[src/rtl/tlfq_pkg.sv]
// tlfq_pkg: shared types and constants of the two-level feedback queue scheduler
// used by tlfq_cell and two_level_feedback_queue_scheduler; no dependencies
`timescale 1ns / 1ps
package tlfq_pkg;

  localparam int MaxJobsDefault = 16;
  localparam int IdW = 16;
  localparam int TimeW = 16;
  localparam int NowW = 24;
  localparam int QuantW = 8;
  localparam logic [QuantW-1:0] QuantumReset = 8'd2;

  // controls broadcast to every cell
  typedef struct packed {
    logic              clear;
    logic              tick;
    logic [NowW-1:0]   now;
    logic [QuantW-1:0] quantum;
  } ctl_t;

  // result record of one finished job
  typedef struct packed {
    logic [NowW-1:0] resp;
    logic [NowW-1:0] wait_t;
    logic [NowW-1:0] tat;
    logic [NowW-1:0] completion;
    logic [IdW-1:0]  id;
  } rec_t;

endpackage

[src/rtl/tlfq_cell.sv]
// tlfq_cell: one job slot of the scheduler chain with its share of the priority pick
// depends on tlfq_pkg
`timescale 1ns / 1ps
module tlfq_cell (
  input  logic                     clk,
  input  logic                     rst,
  input  tlfq_pkg::ctl_t           ctl,
  input  logic                     sel_load,
  input  logic [tlfq_pkg::IdW-1:0]   load_id,
  input  logic [tlfq_pkg::TimeW-1:0] load_arr,
  input  logic [tlfq_pkg::TimeW-1:0] load_burst,
  input  logic                     any0_in,
  input  logic                     any1_in,
  input  logic                     any0_all,
  output logic                     any0_out,
  output logic                     any1_out,
  output logic                     fin,
  output tlfq_pkg::rec_t           rec
);

  logic                       valid, done, started, lvl;
  logic [tlfq_pkg::IdW-1:0]   id;
  logic [tlfq_pkg::TimeW-1:0] arr, burst, remaining;
  logic [tlfq_pkg::NowW-1:0]  first_run;

  logic                       arrived, ready0, ready1, grant;
  logic [tlfq_pkg::TimeW-1:0] rem_next, used;
  logic [tlfq_pkg::NowW-1:0]  fr_eff, now_inc, tat;

  assign arrived  = {8'd0, arr} <= ctl.now;
  assign ready0   = valid && !done && arrived && !lvl;
  assign ready1   = valid && !done && arrived && lvl;
  assign any0_out = any0_in | ready0;
  assign any1_out = any1_in | ready1;
  assign grant    = ctl.tick && ((ready0 && !any0_in) || (ready1 && !any1_in && !any0_all));

  assign rem_next = remaining - 16'd1;
  assign used     = burst - rem_next;
  assign fr_eff   = started ? first_run : ctl.now;
  assign now_inc  = ctl.now + 24'd1;
  assign tat      = now_inc - {8'd0, arr};
  assign fin      = grant && (rem_next == '0);

  assign rec.id         = id;
  assign rec.completion = now_inc;
  assign rec.tat        = tat;
  assign rec.wait_t     = tat - {8'd0, burst};
  assign rec.resp       = fr_eff - {8'd0, arr};

  always_ff @(posedge clk) begin
    if (rst || ctl.clear) begin
      valid   <= 1'b0;
      done    <= 1'b0;
      started <= 1'b0;
      lvl     <= 1'b0;
    end else if (sel_load) begin
      valid   <= 1'b1;
      done    <= 1'b0;
      started <= 1'b0;
      lvl     <= 1'b0;
    end else if (grant) begin
      started <= 1'b1;
      if (rem_next == '0) begin
        done <= 1'b1;
      end else if (!lvl && (used >= {8'd0, ctl.quantum})) begin
        lvl <= 1'b1;
      end
    end
  end

  always_ff @(posedge clk) begin
    if (sel_load) begin
      id        <= load_id;
      arr       <= load_arr;
      burst     <= load_burst;
      remaining <= load_burst;
    end else if (grant) begin
      remaining <= rem_next;
      if (!started) begin
        first_run <= ctl.now;
      end
    end
  end

endmodule

[config.mk]
export PLATFORM = sky130hd
export DESIGN_NAME = tlfq_cell
export DESIGN_NICKNAME = d
export VERILOG_FILES = /design/src/rtl/tlfq_pkg.sv /design/src/rtl/tlfq_cell.sv
export SDC_FILE = /design/constraint.sdc
export NUM_CORES = 1
export LEC_CHECK = 0
export ABC_AREA = 0
export BUFFER_PORTS_ARGS = -buffer_cell sky130_fd_sc_hd__buf_2
export CAP_MARGIN = 40
export CORE_MARGIN = 2
export CORE_UTILIZATION = 39
export DETAILED_ROUTE_END_ITERATION = 7
export PLACE_DENSITY = 0.73
export SKIP_CTS_REPAIR_TIMING = 1
export SLEW_MARGIN = 15
export SYNTH_ARGS = -nofsm -noshare
export SYNTH_HDL_FRONTEND = slang
export SYNTH_SLANG_ARGS = --single-unit
[constraint.sdc]
create_clock -name clk -period 5.33 [get_ports clk]
set_input_delay 0.533 -clock clk [delete_from_list [all_inputs] [get_ports clk]]
set_output_delay 0.533 -clock clk [all_outputs]
set_load 0.01 [all_outputs]
==> reports/results.txt, run 1 <==
The run finished with clean final reports. Compared with the post-synthesis result, the final layout area differs by 22.6%. Power spread over the standard cell area amounts to 289 mW/mm2. For this block, the via count after detailed routing is 7,044.

The number of hold-slack violations in the final timing report was 0; the placed cell area was 0.00947 mm2. The synthesized netlist devotes 14.5% of its cell area to compound gates. In the routed design, unresolved DRC markers number 0. For this run, asynchronously set or reset flops after synthesis account for 0%. The tools report the global-route wire length before repair as 34.7 mm. In this run the horizontal extent of the chip is 148 um.

By instance count, the leading cell after synthesis is sky130_fd_sc_hd__inv_1. At the end of routability-driven placement, the weighted congestion stood at 0.932. The startpoint identified for the worst hold timing path is load_arr[12]. Sequential elements use 33.9% of the synthesized area.

The cell count after synthesis is 865, and the number of optimization iterations in the first detailed-route pass is 5. During synthesis, Yosys emitted a total of 0 warnings. Along the worst path, the maximum fanout reaches 5. Walking the worst path, the cells encountered are buf_2 -> and4_4 -> nand2_1 -> or3_1 -> xnor2_1 -> ha_1 -> a21o_1 -> a21oi_1 -> o21ai_0 -> buf_4 -> a31oi_2 -> o21bai_1 -> a21oi_1 -> xnor2_1 -> ha_1 -> and3_1 -> a21oi_1 -> o21a_1 -> nand2_1 -> xnor2_1 -> buf_2. The number of port buffers was 202; the required time of the critical path was 4.80 ns. The maximum operating frequency came out at 197 MHz. Setup slack closes at 0.249 ns. In the final routed layout, each cell accounts on average for 16.5 um. In the finished design, the share of the clock period the worst path needs comes to 95.3%. The tools report the worst setup path startpoint as ctl[10]. TritonCTS built the clock tree. For this run, the leading register cell type out of synthesis is sky130_fd_sc_hd__edfxtp_1. The via count normalized by instance count was 5.17; the number of violations reported at the end of detailed-routing iteration 0 was 444. Basic-gate share of the synthesized area counting and, or, nand and nor cells: 15.7%. In this run the critical register-to-register path is launched from remaining[0]. The worst setup path is launched from an input port.

The min-delay analysis places its worst path in the category in -> reg. The commonest cells after synthesis are sky130_fd_sc_hd__inv_1, sky130_fd_sc_hd__edfxtp_1, sky130_fd_sc_hd__ha_1, sky130_fd_sc_hd__xnor2_1, sky130_fd_sc_hd__nand2_1. Clock tree synthesis selected as its root buffer the cell sky130_fd_sc_hd__clkbuf_16. The floorplan has 52 rows. In this run the mean area of a mapped cell was 9.29 um2.

The largest net degree at the start of global routing is 43, and the number of nets at the end of the flow is 1,260. The run gives 0 as the reported max-cap violation count. The net count after synthesis is 1,038, and the headroom to the max-slew limit is 49.7%.

The critical register-to-register path endpoint is lvl. Summed over all layers, the global routing overflow is 0. The clock tree buffer depth came out at 2. The tools report the TritonCTS buffer count as 9.

The mux cell area share after synthesis works out to 2.77%. Of all cell types, the one taking the most synthesized area is sky130_fd_sc_hd__edfxtp_1. The setup check on the worst reg-to-reg path leaves a slack of 0.36 ns. The tree built by TritonCTS fans out to 92 sinks.

The number of top-level design ports came out at 203. Last element of the critical path: rec[84]. After synthesis, the largest family of logic cells by area is simple AND/OR/NAND/NOR gates. The via count of the first global-routing pass is 6,560, and the pin slew with the least headroom to its limit is 0.750 ns. After synthesis the cells add up to 0.00803 mm2. Kind of critical path: in -> out. Ranked by total cell area, the synthesized netlist is headed by sky130_fd_sc_hd__edfxtp_1, sky130_fd_sc_hd__ha_1, sky130_fd_sc_hd__xnor2_1.

The tools report the number of endpoints failing setup at the final stage as 0. The data arrival time of the critical path was 4.55 ns. Once the floorplan was initialized, standard cells occupied 39.7% of the core.

After clock tree synthesis, the clock-pin slew on the worst setup and hold paths is 0.07 ns. The tools report the clock insertion delay at the later pin of the skew report as 0.36 ns. The final-report max-slew violation count is 0, and the count of unique library cells instantiated by Yosys is 65. After detailed routing, the total wire length is 22.5 mm.

The time the worst path needs with I/O delays and setup works out to 5.08 ns. The count of nets left with antenna violations once routing finished came out at 0. IR analysis of the VDD net gives a maximum drop of 0.178 mV.

The die is 148 um tall. The wire-length estimate of the detail-placed layout is 18.5 mm. Synthesis inferred 92 register bits. Summing the areas of all xor and xnor instances in the mapped netlist gives 12.0% of the synthesized area. Summed area of non-filler cells in the final layout: 0.00985 mm2.

The share of cells above drive strength 1 was 26.0%. Across every metal layer, demand over resource in global routing totals 20.4%. The area share of the largest cell type after synthesis was 32.9%; the number of enable-type register cells in the synthesized netlist was 88. The number of cells on the worst reg-to-reg path was 18; the worst hold-check slack was 0.341 ns.

The leakage power of the design came out at 0.00442 uW. In this design, the stage delay of the slowest critical-path cell is 0.37 ns. Number of H-tree levels: 3.

Among all stages on the critical path, the largest delay is contributed by sky130_fd_sc_hd__or3_1. The logs give 0.000667 ns for the worst-case setup slack after placement and 0.00923 ns for the clock tree skew after final layout. The core region is 0.0202 mm2. The worst setup path is captured at an output port.

The area of the die came out at 0.0218 mm2. The initial antenna violation count was 0. The adder and majority gate portion of the synthesized area works out to 15.6%.
-- power breakdown --
| part | internal, uW | switching [uW] |
|---|---|---|
| Combinational | 567 | 761 |
| Sequential | 842 | 36.7 |
| Clock | 328 | 315 |
| Total | 1740 | 1110 |
-- critical path, delay by kind of cell --
family | cells | cell delay [ns]
XOR/XNOR | 3 | 0.52
adder cells (fa/ha/maj) | 2 | 0.62
buffers and inverters | 3 | 0.47
AND/OR/NAND/NOR | 5 | 1.02
AO/OA/AOI/OAI | 8 | 1.36
-- layer usage --
| layer | routed length [um] | part of all wire (%) | GRT usage, % | up-vias |
|---|---|---|---|---|
| met5 | 0 | 0 | 0 | - |
| met1 | 10500 | 47 | 28.5 | 3215 |
| met2 | 10100 | 45 | 32.3 | 255 |
| met3 | 1550 | 6.9 | 4.35 | 21 |
| met4 | 335 | 1.5 | 5.10 | 0 |
| li1 | - | - | - | 3553 |
-- placed cells by master (no fill, tap or decap), types with 27 or more instances in the layout --
master	netlist	routed
sky130_fd_sc_hd__xor2_1	28	27
sky130_fd_sc_hd__o21ai_0	53	50
sky130_fd_sc_hd__nor2_1	57	56
sky130_fd_sc_hd__buf_2	1	201
sky130_fd_sc_hd__ha_1	81	80
sky130_fd_sc_hd__inv_1	106	106
sky130_fd_sc_hd__nand2_1	62	61
sky130_fd_sc_hd__xnor2_1	77	77
sky130_fd_sc_hd__edfxtp_1	88	88
sky130_fd_sc_hd__a21oi_1	37	35
-- cells by family after synthesis --
logic type / after synthesis
and+or+nand+nor: 246
AOI/OAI and AO/OA: 182
buffers and inverters: 117
xor gates and xnor gates: 107
adders and majority gates: 100
DFF: 92
muxes: 21
-- registers in the layout, indices dropped and copies added, names as in the netlist --
| register | cells |
|---|---|
| burst | 16 |
| done | 1 |
| valid | 1 |
| lvl | 1 |
| id | 16 |
| started | 1 |
| first_run | 24 |
| arr | 16 |
| remaining | 16 |
-- area by class of cell --
class | count | area (um2)
clock buffers | 9 | 225
diodes | 1 | 2.50
multi-input cells | 656 | 4930
clock inverters | 7 | 62.6
repair buffers | 222 | 1170
fillers | 1920 | 10400
flip-flops and latches | 92 | 2720
well taps | 270 | 338
inverters | 106 | 398
-- stage by stage --
step            TNS, ns  util [%]  cells  total power (uW)
2_1_floorplan         0         -    865              1720
3_3_place_gp          0      46.8   1344              2170
3_5_place_dp          0      46.8   1344              2190
4_1_cts         -0.0120      48.2   1360              2840
5_1_grt        -0.00112      48.7   1362              3030
6_report              0      48.7   1363              2850
-- worst min path at each step --
stage | slack (ns) | cells after the start | endpoint
after floorplan | 0.43 | 1 | done
after global placement | 0.45 | 1 | done
after detailed placement | 0.45 | 1 | done
after CTS | 0.32 | 1 | id[10]
after global routing | 0.33 | 1 | id[13]
final | 0.34 | 1 | arr[12]
No activity file was read; power rests on OpenSTA's default activity.
==> inputs of run 2 (changes only) <==
CORE_MARGIN = 10   (was 2)
==> run 2 against run 1 <==
Compared with the run above: sequential power barely moved; clock skew decreased by 0.0011 ns; power is 0.86% higher; combinational power about the same; worst setup slack improved by 0.048 ns.
==> reports/results.txt, run 2 (synthesis gave the netlist of run 1 again) <==
The flow ran to the end, and the final reports show no timing, DRC or antenna violations. The number of nets at the end of the flow came out at 1,258 (-0.16%). The reported max-cap violation count is 0 (unchanged). The cell that appears most often on the critical path is sky130_fd_sc_hd__a21o_1.

The final worst slack is 0.298 ns (+0.0485 ns), and the chip height is 164 um (+11%). The number of violations reported at the end of detailed-routing iteration 0 came out at 477 (+7.4%). Routability-driven placement congestion ratio: 0.880 (-5.6%). The routed wire length is 24.0 mm (+6.7%), and the switching share of power is 39.6% (+0.58 points).

The register-to-register setup slack is 0.44 ns (+0.08 ns), and the combinational share of power is 46.3% (-0.3 points). TritonCTS sink count: 92 (unchanged). The time the worst path needs with I/O delays and setup is 5.03 ns (-0.0485 ns), and the total congestion overflow is 0 (unchanged). Data arrival time of the critical path: 4.50 ns (-0.05 ns). The number of flip-flops in the largest register was 24 (unchanged).

Cell family contributing the most delay on the critical path: simple AND/OR/NAND/NOR gates. For the maximum VDD drop, the log shows 0.197 mV (+11%). The logs give 0 (unchanged) for the number of hold-slack violations in the final timing report and 0 (unchanged) for the number of endpoints failing setup at the final stage. The initial antenna violation count was 1 (+1).

The run gives 1,342 (-0.15%) as the count of placed standard cells including taps. The commonest non-fill, non-tap cell in the layout was sky130_fd_sc_hd__buf_2. The tools report the part of the power in the clock network as 23.1% (+0.6 points). The clock insertion delay at the later pin of the skew report was 0.36 ns (about the same); the post-DP HPWL was 19.9 mm (+7.5%).

Worst-path maximum fanout: 5 (unchanged). The number of port buffers is 202 (unchanged), and the internal power component is 1730 uW (about the same). More flip-flops sit in one register than any other, and that register is first_run. For the required time of the critical path, the log shows 4.80 ns (about the same). The global router's overall resource usage is 17.4% (-3.0 points). The core area is 0.0202 mm2 (unchanged), and the number of top-level design ports is 203 (unchanged). The signal on the critical path passes through buf_2 -> and4_2 -> nand3_2 -> nor3_4 -> nand3_1 -> xnor2_2 -> ha_1 -> a21o_1 -> a21o_1 -> a21oi_1 -> nand3_1 -> a21o_1 -> a31o_2 -> or3_1 -> a2111oi_1 -> buf_4 -> nor2b_2 -> nand4b_1 -> xnor2_1 -> buf_2.

The power per standard cell area works out to 291 mW/mm2 (+0.65%). The via count normalized by instance count works out to 5.16 (-0.17%). The number of vias in the routed layout came out at 7,027 (-0.24%).

The library cells used most frequently in the layout, excluding fill and tap cells, are sky130_fd_sc_hd__buf_2, sky130_fd_sc_hd__inv_1, sky130_fd_sc_hd__edfxtp_1. The maximum operating frequency came out at 199 MHz (+0.96%). TritonCTS built the clock tree.

STA classifies the critical path endpoint as an output port. STA classifies the critical path startpoint as an input port. The worst hold path startpoint is load_id[3].

The total net switching power was 1140 uW (+2.4%); the TritonCTS buffer count was 9 (unchanged). The share of cells above drive strength 1 is 26.0% (-0.044 points). The worst register-to-register path ends at lvl. For the clock tree buffer depth, the log shows 2 (unchanged). The area of the die is 0.0267 mm2 (+23%), and the final-report max-slew violation count is 0 (unchanged). The sequential cell fraction of total power was 30.6% (-0.3 points). The buffer type at the clock tree root was sky130_fd_sc_hd__clkbuf_16. Headroom to the max-slew limit: 49.5% (-0.17 points).

Worst-case setup slack after placement: 0.0394 ns (+0.0387 ns). The class of the tightest hold or removal check was in -> reg. The global-route wire length before repair is 36.9 mm (+6.5%). The total buffers and inverters traversed by the critical path was 3 (unchanged). The tools report the number of optimization iterations in the first detailed-route pass as 5 (unchanged).

In this run the critical register-to-register path is launched from remaining[0]. The row count is 52 (unchanged). The kind of critical path is in -> out. Number of design rule violations left after detail routing: 0 (unchanged). For the starting density of the core, the log shows 39.7% (unchanged). The tools report the worst hold endpoint as id[3].

The pin slew with the least headroom to its limit came out at 0.752 ns (+0.00254 ns). The number of H-tree levels is 3 (unchanged). The longest individual stage delay on the worst path is 0.40 ns (+0.03 ns), and the final-layout fill cell count is 1,922 (+0.10%). The tools report the clock tree skew after final layout as 0.00812 ns (-0.00112 ns).

Number of instances on the worst hold path: 1 (unchanged). Compared with the post-synthesis result, the final layout area differs by 22.9%. The floorplan die width is 164 um (+11%). The number of cells on the worst reg-to-reg path was 17 (-1).

The post-route clock period utilization was 94.4% (-0.91 points). The tools report the worst setup path startpoint as ctl[11]. Among all stages on the critical path, the largest delay is contributed by sky130_fd_sc_hd__a2111oi_1. The largest net degree at the start of global routing is 52 (+21%), and the remaining antenna violation count after routing is 0 (unchanged). Clock edge transition at the registers on the reported setup and hold paths: 0.08 ns (about the same).

The routed wirelength normalized by instance count was 17.6 um (+6.7%). Leakage power of the design: 0.00444 uW (+0.48%). The final cell count without fillers was 1,362 (-0.073%); the sum of negative setup slack was 0 ns (unchanged). The via count of the first global-routing pass is 7,020 (+7.0%), and the utilization after layout is 48.8% (+0.11 points).
## run 2: cell types whose count changed in the layout (fill, tap and decap cells not counted), sizes merged
cell and change:
buf -2, diode +1
## run 2: worst max-delay path by stage
| stage | end | slack (ns) | cells after the start |
|---|---|---|---|
| floorplan | rec[87] | 0.28 | 17 |
| global placement | rec[87] | 0.14 | 20 |
| detailed placement | rec[87] | 0.04 | 20 |
| CTS | rec[87] | 0.03 | 20 |
| global route | rec[86] | -0.0008 | 21 |
| finish | rec[87] | 0.30 | 20 |
## run 2: per-layer routing
metal / share of wire, % / up-vias / track usage, %
li1: - / 3529 / -
met1: 46 / 3219 / 23.3
met2: 43 / 247 / 26.4
met3: 9.6 / 30 / 5.49
met4: 1.9 / 2 / 4.71
met5: 0.054 / - / 0
## run 2: metrics by stage
| step | total power, uW | hold WS [ns] | cell area (um2) |
|---|---|---|---|
| final | 2870 | 0.337 | 9870 |
| after global routing | 3080 | 0.329 | 9860 |
| after CTS | 2890 | 0.328 | 9770 |
| after detailed placement | 2210 | 0.447 | 9470 |
| after global placement | 2200 | 0.445 | 9450 |
| after floorplan | 1720 | 0.432 | 8030 |
## run 2: final cells by class
class	count	area (um2)	share of cell area (%)
timing repair buffer	220	1170	11.9
sequential	92	2720	27.6
antenna	2	5.00	0.0507
clock buffer	9	225	2.28
inverter	106	398	4.03
multi-input combinational	656	4940	50.0
clock inverter	7	67.6	0.685
tap	270	338	3.42
## run 2: worst reg2reg max path, delay by kind of cell, from the launching register on
kind / cells / cell delay [ns]
AO/OA/AOI/OAI: 5 / 1.33
XOR/XNOR: 2 / 0.40
adder cells (fa/ha/maj): 5 / 1.42
buffers and inverters: 1 / 0.15
flip-flops: 1 / 0.50
AND/OR/NAND/NOR: 4 / 0.99
## run 2: power groups by stage
stage	clock network, uW	registers, uW	logic, uW
finish	664	878	1330
global route	706	884	1490
global placement	0	894	1310
floorplan	0	889	835
CTS	681	879	1330
detailed placement	0	895	1320
==> inputs of run 3 (changes only) <==
clock period = 5.35 ns   (was 5.33 ns; I/O delays follow)
==> run 3 against run 2 <==
Compared with the run above: non-clock buffer count shrank 1; sequential power is essentially flat; register-to-register slack lost 0.09 ns; power is essentially flat; critical path type unchanged; critical endpoint is now rec[86]; largest power group unchanged.
==> reports/results.txt, run 3 (synthesis gave the netlist of run 1 again) <==
The run finished with clean final reports. The post-DP HPWL was 20.4 mm (+2.6%); the routed wirelength normalized by instance count was 17.9 um (+1.8%). The TritonCTS sink count is 92 (unchanged). The routability-driven placement congestion ratio was 0.932 (+6.0%).

The post-route clock period utilization works out to 95.1%. The required time of the critical path came out at 4.82 ns (+0.02 ns). The core area was 0.0202 mm2 (unchanged); the share of cells above drive strength 1 was 25.8% (-0.16 points). STA classifies the critical path endpoint as an output port.

The number of endpoints failing setup at the final stage came out at 0 (unchanged). The headroom to the max-slew limit is 49.6% (+0.11 points), and the largest net degree at the start of global routing is 57 (+9.6%). The run gives 0.00845 ns (+0.000333 ns) as the clock tree skew after final layout. The number of optimization iterations in the first detailed-route pass is 5 (unchanged), and the longest individual stage delay on the worst path is 0.40 ns (about the same).

Number of H-tree levels: 3 (unchanged). The worst setup path is launched from an input port. The final-report max-slew violation count is 0 (unchanged). The maximum VDD drop is 0.206 mV (+4.3%), and the power per standard cell area is 291 mW/mm2 (about the same). The leakage power of the design was 0.00443 uW (-0.19%); the number of violations reported at the end of detailed-routing iteration 0 was 525 (+10%). The floorplan die width was 164 um (unchanged). The summed area of non-filler cells in the final layout was 0.00988 mm2 (about the same). The number of vias in the routed layout was 7,016 (-0.16%); the number of design rule violations left after detail routing was 0 (unchanged). For the TritonCTS buffer count, the log shows 9 (unchanged). The area of the die came out at 0.0267 mm2 (unchanged). The commonest non-fill, non-tap cell in the layout was sky130_fd_sc_hd__buf_2. The total power is 2870 uW (about the same), and the final-layout fill cell count is 1,971 (+2.5%). The clock tree buffer depth was 2 (unchanged). The reported max-cap violation count came out at 0 (unchanged). TritonCTS built the clock tree. The tools report the starting density of the core as 39.7% (unchanged). The total congestion overflow was 0 (unchanged); the via count of the first global-routing pass was 7,050 (+0.43%). Global router's overall resource usage: 17.6% (+0.22 points). Setup repair after global routing could not meet its margin everywhere. For the number of top-level design ports, the log shows 203 (unchanged). The tools report the data arrival time of the critical path as 4.56 ns (+0.06 ns). More flip-flops sit in one register than any other, and that register is first_run. Clock edge transition at the registers on the reported setup and hold paths: 0.08 ns (about the same). The area added between synthesis and finish works out to 23.0% (about the same). The number of hold-slack violations in the final timing report was 0 (unchanged); the maximum operating frequency was 196 MHz. The run gives 24.4 mm (+1.8%) as the routed wire length. Subtracting the final worst setup slack from the clock period gives 5.09 ns.

Cell at the slowest stage of the critical path: sky130_fd_sc_hd__or3_1. Counting stages on the worst path, the most repeated cell is sky130_fd_sc_hd__a21oi_1. The class of the tightest hold or removal check was in -> reg. The clock insertion delay at the later pin of the skew report is 0.36 ns (about the same). Initial antenna violation count: 2 (+1). In the layout the commonest cells are sky130_fd_sc_hd__buf_2, sky130_fd_sc_hd__inv_1, sky130_fd_sc_hd__edfxtp_1. Traced cell by cell, the critical path runs through buf_2 -> and4_4 -> nand2_1 -> or3_1 -> xnor2_2 -> ha_1 -> a21o_1 -> a21oi_1 -> o21ai_1 -> a31oi_2 -> o21bai_1 -> a21oi_1 -> xnor2_1 -> ha_1 -> and3_1 -> a21oi_1 -> o21a_1 -> nand3_1 -> xnor2_1 -> buf_2. Remaining antenna violation count after routing: 0 (unchanged). The critical path in this run is classified as in -> out.

The number of flip-flops in the largest register is 24 (unchanged), and the chip height is 164 um (unchanged). The placed cell area was 0.00948 mm2 (about the same). The tools report the global-route wire length before repair as 37.3 mm (+0.88%). The tools report the row count as 52 (unchanged).

The worst-path maximum fanout was 5 (unchanged); the via count normalized by instance count was 5.15 (-0.16%). Pin slew with the least headroom to its limit: 0.751 ns (-0.00160 ns). The number of nets at the end of the flow was 1,257 (-0.079%); the number of port buffers was 202 (unchanged).

The tools report the buffer type at the clock tree root as sky130_fd_sc_hd__clkbuf_16.
[run 3: cell type report]
class                   instances  area [um2]  share of cell area (%)
diodes                          3        7.51                  0.0760
clock buffers                   9         225                    2.28
clock inverters                 7        78.8                   0.798
inverters                     106         398                    4.03
multi-input cells             656        4940                    50.0
flip-flops and latches         92        2720                    27.6
well taps                     270         338                    3.42
repair buffers                219        1170                    11.8
[run 3: per-stage QoR]
stage	TNS (ns)	setup slack, ns	utilization, %	instances	hold WS [ns]
after CTS	0	0.00646	48.4	1358	0.329
after global placement	0	0.204	46.6	1340	0.446
after detailed placement	0	0.0321	46.9	1342	0.449
after global routing	-0.000718	-0.000718	48.8	1359	0.327
final	0	0.260	48.8	1362	0.343
after floorplan	0	0.301	-	865	0.432
[run 3: per-layer routing]
metal	share of wire [%]	global-route usage [%]	up-vias
met5	0	0	-
met3	9.8	5.11	14
met1	44	23.0	3225
met4	1.0	3.98	0
li1	-	-	3524
met2	45	28.2	253
[run 3: power by group]
| group | switching, uW | total [uW] | internal (uW) |
|---|---|---|---|
| logic | 774 | 1330 | 561 |
| clock network | 330 | 663 | 333 |
| registers | 37.4 | 876 | 839 |
| total | 1140 | 2870 | 1730 |
[run 3: path summary, 6_finish.rpt]
check	to	cells past startpoint	from	slack [ns]
max	rec[86]	20	ctl[10]	0.26
min	id[2]	1	load_id[2]	0.34
max reg2reg	lvl	17	remaining[0]	0.35
min reg2reg	done	1	done	0.46
[run 3: worst max-delay path: cells and delay by family]
family | cells | cell delay [ns]
AO/OA/AOI/OAI | 8 | 1.44
adder cells (fa/ha/maj) | 2 | 0.66
AND/OR/NAND/NOR | 5 | 1.08
XOR/XNOR | 3 | 0.52
buffers and inverters | 2 | 0.30
